File: src/rtl/mvm_pkg.sv
// Shared constants, codes and types for the matrix-vector multiply core.
`default_nettype none
package mvm_pkg;

	// Problem size limits
	localparam int COLS_MAX = 1024;
	localparam int ROWS_MAX = 65536;

	// Widths of indexes, counts and data
	localparam int COL_W     = $clog2(COLS_MAX);
	localparam int COL_CNT_W = $clog2(COLS_MAX + 1);
	localparam int ROW_W     = $clog2(ROWS_MAX);
	localparam int ROW_CNT_W = $clog2(ROWS_MAX + 1);
	localparam int VAL_W     = 16;
	localparam int PROD_W    = 2 * VAL_W;
	localparam int SUM_W     = 48;

	// Configuration port
	localparam int CFG_IDX_W  = 2;
	localparam int CFG_DATA_W = ROW_CNT_W;
	localparam logic [CFG_IDX_W-1:0] CFG_COLS = CFG_IDX_W'(0);
	localparam logic [CFG_IDX_W-1:0] CFG_ROWS = CFG_IDX_W'(1);

	// Item kinds on the input tuser
	localparam logic ACT_LOAD_VEC = 1'b0;
	localparam logic ACT_MATRIX   = 1'b1;

	// Bookkeeping that travels with a matrix item down the pipeline
	typedef struct packed {
		logic             last_col;
		logic [ROW_W-1:0] row;
		logic             last_row;
	} mvm_tag_t;

endpackage
`default_nettype wire

File: src/rtl/mvm_mac.sv
// Multiply stage, saturating accumulator and result output register.
`default_nettype none
module mvm_mac (
	input  wire                                 clk,
	input  wire                                 arst_n,
	input  wire                                 in_valid,
	input  wire  [mvm_pkg::VAL_W-1:0]           in_value,
	input  wire  [mvm_pkg::VAL_W-1:0]           in_coef,
	input  wire  mvm_pkg::mvm_tag_t             in_tag,
	output logic                                ready,
	output logic                                m_tvalid,
	input  wire                                 m_tready,
	output logic [63:0]                         m_tdata,   // dot_value[47:0], row_index[63:48]
	output logic                                m_tlast    // last_row
);

	logic                                valid_s2;
	logic signed [mvm_pkg::PROD_W-1:0]   product_s2;
	mvm_pkg::mvm_tag_t                   tag_s2;
	logic signed [mvm_pkg::SUM_W-1:0]    acc_q;
	logic                                out_valid_q;
	logic [mvm_pkg::SUM_W-1:0]           out_dot_q;
	logic [mvm_pkg::ROW_W-1:0]           out_row_q;
	logic                                out_last_q;
	logic signed [mvm_pkg::SUM_W:0]      sum_wide;
	logic signed [mvm_pkg::SUM_W-1:0]    sum_sat;
	logic                                advance;
	logic                                emit;

	// Stall only when a result must be written and the output register is still full
	assign advance = !(valid_s2 && tag_s2.last_col && out_valid_q && !m_tready);
	assign ready   = advance;
	assign emit    = advance && valid_s2 && tag_s2.last_col;

	// Add with one guard bit, then clamp to the 48-bit range
	always_comb begin
		sum_wide = {acc_q[mvm_pkg::SUM_W-1], acc_q}
			+ (mvm_pkg::SUM_W+1)'(product_s2);
		if (sum_wide[mvm_pkg::SUM_W] != sum_wide[mvm_pkg::SUM_W-1]) begin
			sum_sat = sum_wide[mvm_pkg::SUM_W]
				? {1'b1, {(mvm_pkg::SUM_W-1){1'b0}}}
				: {1'b0, {(mvm_pkg::SUM_W-1){1'b1}}};
		end else begin
			sum_sat = sum_wide[mvm_pkg::SUM_W-1:0];
		end
	end

	// Multiply stage
	always_ff @(posedge clk or negedge arst_n) begin
		if (!arst_n) begin
			valid_s2 <= 1'b0;
		end else if (advance) begin
			valid_s2 <= in_valid;
		end
	end

	always_ff @(posedge clk) begin
		if (advance) begin
			product_s2 <= signed'(in_value) * signed'(in_coef);
			tag_s2     <= in_tag;
		end
	end

	// Accumulate; clear after the last column of a row
	always_ff @(posedge clk or negedge arst_n) begin
		if (!arst_n) begin
			acc_q <= '0;
		end else if (advance && valid_s2) begin
			acc_q <= tag_s2.last_col ? '0 : sum_sat;
		end
	end

	// Output register
	always_ff @(posedge clk or negedge arst_n) begin
		if (!arst_n) begin
			out_valid_q <= 1'b0;
		end else if (emit) begin
			out_valid_q <= 1'b1;
		end else if (m_tready) begin
			out_valid_q <= 1'b0;
		end
	end

	always_ff @(posedge clk) begin
		if (emit) begin
			out_dot_q  <= sum_sat;
			out_row_q  <= tag_s2.row;
			out_last_q <= tag_s2.last_row;
		end
	end

	assign m_tvalid = out_valid_q;
	assign m_tdata  = {out_row_q, out_dot_q};
	assign m_tlast  = out_last_q;

	// A stall always has a waiting result behind it
	a_stall_has_result: assert property (@(posedge clk) disable iff (!arst_n)
		!advance |-> (out_valid_q && valid_s2 && tag_s2.last_col))
		else $error("mac stalled without a pending result");

	// The sum restarts at zero after each row
	a_acc_cleared: assert property (@(posedge clk) disable iff (!arst_n)
		emit |=> (acc_q == '0))
		else $error("accumulator not cleared after a row");

	// A new result is shown in the cycle after it is written
	a_emit_shows: assert property (@(posedge clk) disable iff (!arst_n)
		emit |=> out_valid_q)
		else $error("result not presented");

endmodule
`default_nettype wire

File: config.mk
export PLATFORM = sky130hd
export DESIGN_NAME = mvm_mac
export DESIGN_NICKNAME = d
export VERILOG_FILES = /design/src/rtl/mvm_pkg.sv /design/src/rtl/mvm_mac.sv
export SDC_FILE = /design/constraint.sdc
export NUM_CORES = 1
export LEC_CHECK = 0
export ABC_AREA = 1
export BUFFER_PORTS_ARGS = -buffer_cell sky130_fd_sc_hd__buf_2
export CELL_PAD_IN_SITES_DETAIL_PLACEMENT = 0
export CELL_PAD_IN_SITES_GLOBAL_PLACEMENT = 2
export CORE_ASPECT_RATIO = 1.2
export CORE_MARGIN = 2
export CORE_UTILIZATION = 35
export CTS_CLUSTER_SIZE = 8
export DETAILED_ROUTE_END_ITERATION = 10
export GPL_TIMING_DRIVEN = 0
export PLACE_DENSITY_LB_ADDON = 0.1
export SYNTH_ARGS = -nofsm -noshare
export SYNTH_HDL_FRONTEND = slang
export SYNTH_SLANG_ARGS = --single-unit
File: constraint.sdc
create_clock -name clk -period 3.5 [get_ports clk]
set_input_delay 0.35 -clock clk [delete_from_list [all_inputs] [get_ports clk]]
set_output_delay 0.35 -clock clk [all_outputs]
set_load 0.01 [all_outputs]
==> impl_results.md <==
* Status: complete, but fails checks
* Violated checks: negative hold slack, negative setup slack
* Die height at 265 um
* Worst skew pair latency at 0.46 ns
* Synth warn at 0
* Core Region at 56200 um2
* M1 GR Usage at 25.0%
* Final Core Density at 44.5%
* Maximum capacitance violations at 0
* Number of core rows at 95
* Synthesized instance count at 2482
* Worst Path Arrival at 5.37 ns
* Synth async-reset ratio at 30.3%
* Met3 Usage GRT at roughly 1.5%
* Via count of the first global-routing pass at 17100
* CTS tree: done
* Remaining global-route overflow at 0
* Crit-path max FO at 8
* Cts bufs inserted at 17
* DRT antenna net count at 0
* P&R area growth vs syn at 25.6%
* Startpoint types: input pin
* I/O pin total at 121
* RSZ-0062 raised after global routing: yes
* Via count at 15800
* Worst setup startpoint: in_value[14]
* Drt drc at 0
* Minimum clock period at 5.17 ns
* Htree depth at 4
* Top cells by area, synth: fa_1 26%, edfxtp_1 17%, nand2_1 14%, inv_1 11%, ha_1 8.2%
* Initial antenna violation count at 0
* CP required at between 3 and 4 ns
* Final HPWL DP at 52900 um
* Router iterations before antenna repair at 7
* Via-to-Cell Ratio at 4.61
* Fin. Hold Viols at 50
* Reg-to-Reg Start: acc_q[0]
* Sequential area share after synthesis at 23.6%
* Yosys top cell area share at 26.4%
* Fmax at between 150 and 200 MHz
* Total wire length at 63700 um
* Crit Path Category: in2reg
* Yosys cell types at 43
* Tcrit/Tclk final at 148%
* Synth Flop Type: edfxtp_1
* Slew of the pin with the lowest slew margin at roughly 0.86 ns
* # port buffers at 93
* Layout cells sized above 1 at around 22%
* Min Hold Slack at -0.0489 ns
* Gr busiest metal: met2
* Worst min path class: in2async
* Slew Limit Headroom at a little over two fifths
* Clk slew on worst S/H paths at roughly 0.070 ns
* Final net count at 3142
* Root Driver: clkbuf_16
* GRT Util Overall at 22.1%
* First DRT Iteration DRCs at 726
* Met2 usage at a little over two fifths
* Post-Syn Area per Cell at between 8 and 9 um2
* Area after DPL at 22300 um2
* Clk buf depth at 2
* Num Clock Sinks at 165
* Worst R2R Setup Slack at 0.29 ns
* Endpoints failing setup at 25
* Full die area at 58900 um2
* Layout Skew at between 0.01 and 0.015 ns
* CP endpoint kind: flip-flop
* Final WS setup at -1.67 ns
* Inserted Diodes at 0
* Die X at between 200 and 250 um
* Syn Nets at slightly below 3000
* Post-route cell area at between 20000 and 30000 um2
* Synthesized area at 19900 um2
* #FFs+latches synth at roughly 170
* Largest net degree at the start of global routing at 51
* Final Max Tran Viols at 0
* Cell taking the most area after synthesis: fa_1
* Post-synth EDFFs at 115
* Routability-driven placement congestion ratio at roughly 0.94
* Initial Utilization at 35.5%
* First-pass GRT wire length at around 99000 um
* Routed wire per std cell at between 15 and 20 um
[critical path, cell delays in order]
cell and delay (ns):
clkbuf_8 0.15, clkbuf_16 0.17, nand2_1 0.07, inv_1 0.05
fa_1 0.54, inv_1 0.05, fa_2 0.42, fa_2 0.59
inv_2 0.05, fa_2 0.53, fa_1 0.43, fa_1 0.49
ha_4 0.34, nand2_4 0.08, nor4_4 0.33, nand4_1 0.25
nand3_4 0.17, nand3_2 0.07, o211ai_1 0.13, xor2_1 0.10
[synthesized netlist by cell type, types with 3 or more instances]
cell type	n
nand4_1	28
buf_12	3
nor3_1	10
or2_2	5
nor2_2	8
xor2_1	32
a21oi_1	101
nand2_2	47
fa_1	263
ha_1	130
clkbuf_1	63
xnor2_1	36
nand3_1	48
dfrtp_1	50
inv_1	571
o21ai_2	10
a21o_1	5
nor2_1	126
nand2_1	731
buf_2	3
o21ai_0	45
inv_2	4
edfxtp_1	115
buf_4	5
o21bai_1	17
[flip-flops by register name (all words and copies together) (netlist names)]
name and count:
valid_s2 1, m_tlast 1, out_dot_q 48, tag_s2 18
m_tvalid 1, out_row_q 16, product_s2 32, acc_q 48
[routing by layer]
layer / share of wire [%] / vias to the layer above
met5: 0 / -
met4: 3.1 / 0
met3: 1.6 / 70
met2: 55 / 221
met1: 40 / 7702
li1: - / 7854
[final cells by class]
cell class,instances,area [um2]
fillers,5653,31200
multi-input cells,1664,13800
flip-flops and latches,165,4700
inverters,575,2170
repair buffers,194,1520
plain buffers,78,1350
well taps,727,910
clock buffers,17,425
clock inverters,15,181
[per-stage QoR]
step	std cells	hold WS [ns]	TNS (ns)	setup WS, ns
floorplan	2482	0.0544	-33.78	-1.69
global placement	3302	0.400	-53.93	-2.78
detailed placement	3305	0.405	-53.53	-2.73
CTS	3400	0.0366	-31.56	-1.71
global route	3435	0.00508	-35.69	-1.83
finish	3435	-0.0489	-32.63	-1.67
[cells in the final DEF (no fill, tap or decap), drive strengths merged]
cell type and n:
a21boi 2, edfxtp 115, clkinv 8, or2 6, clkbuf 77, o21bai 17, nor4 2, ha 130
xor2 32, buf 212, fa 263, nor3 11, o221ai 1, o211ai 1, a22o 1, nand3 50
clkinvlp 1, a31oi 2, nand4 28, a21o 5, nor2 135, a21oi 103, dfrtp 50, and2 2
nor2b 1, nand2 778, o31ai 1, inv 581, o21ai 55, xnor2 36, o21a 1, and3 1
[path summary, 6_finish.rpt]
| check | endpoint | cells past startpoint |
|---|---|---|
| worst max-delay path | product_s2[28] | 20 |
| worst min-delay path | acc_q[5] | 1 |
| worst max register to register | out_dot_q[41] | 18 |
| worst min register to register | out_row_q[14] | 0 |
| max in group asynchronous | acc_q[32] | 1 |
| min in group clk | tag_s2[5] | 1 |
[cells by family after synthesis]
kind of cell             after synthesis  share of synthesized area, %
adder cells (fa/ha/maj)              393                          34.6
flip-flops                           165                          23.6
XOR/XNOR                              68                          2.99
AND/OR/NAND/NOR                     1014                          20.8
buffers and inverters                653                          12.7
AO/OA/AOI/OAI                        189                          5.36
[repair_timing]
item	4_1_cts	5_1_grt
setup endpoints to repair	42	34
gates cloned	5	2
pin swaps	52	80
buffers inserted	58	36
resized for setup	179	130
hold buffers	0	0
Power is not shown: default switching activity piles up to over one toggle a cycle in this logic, so the estimate is an artifact.
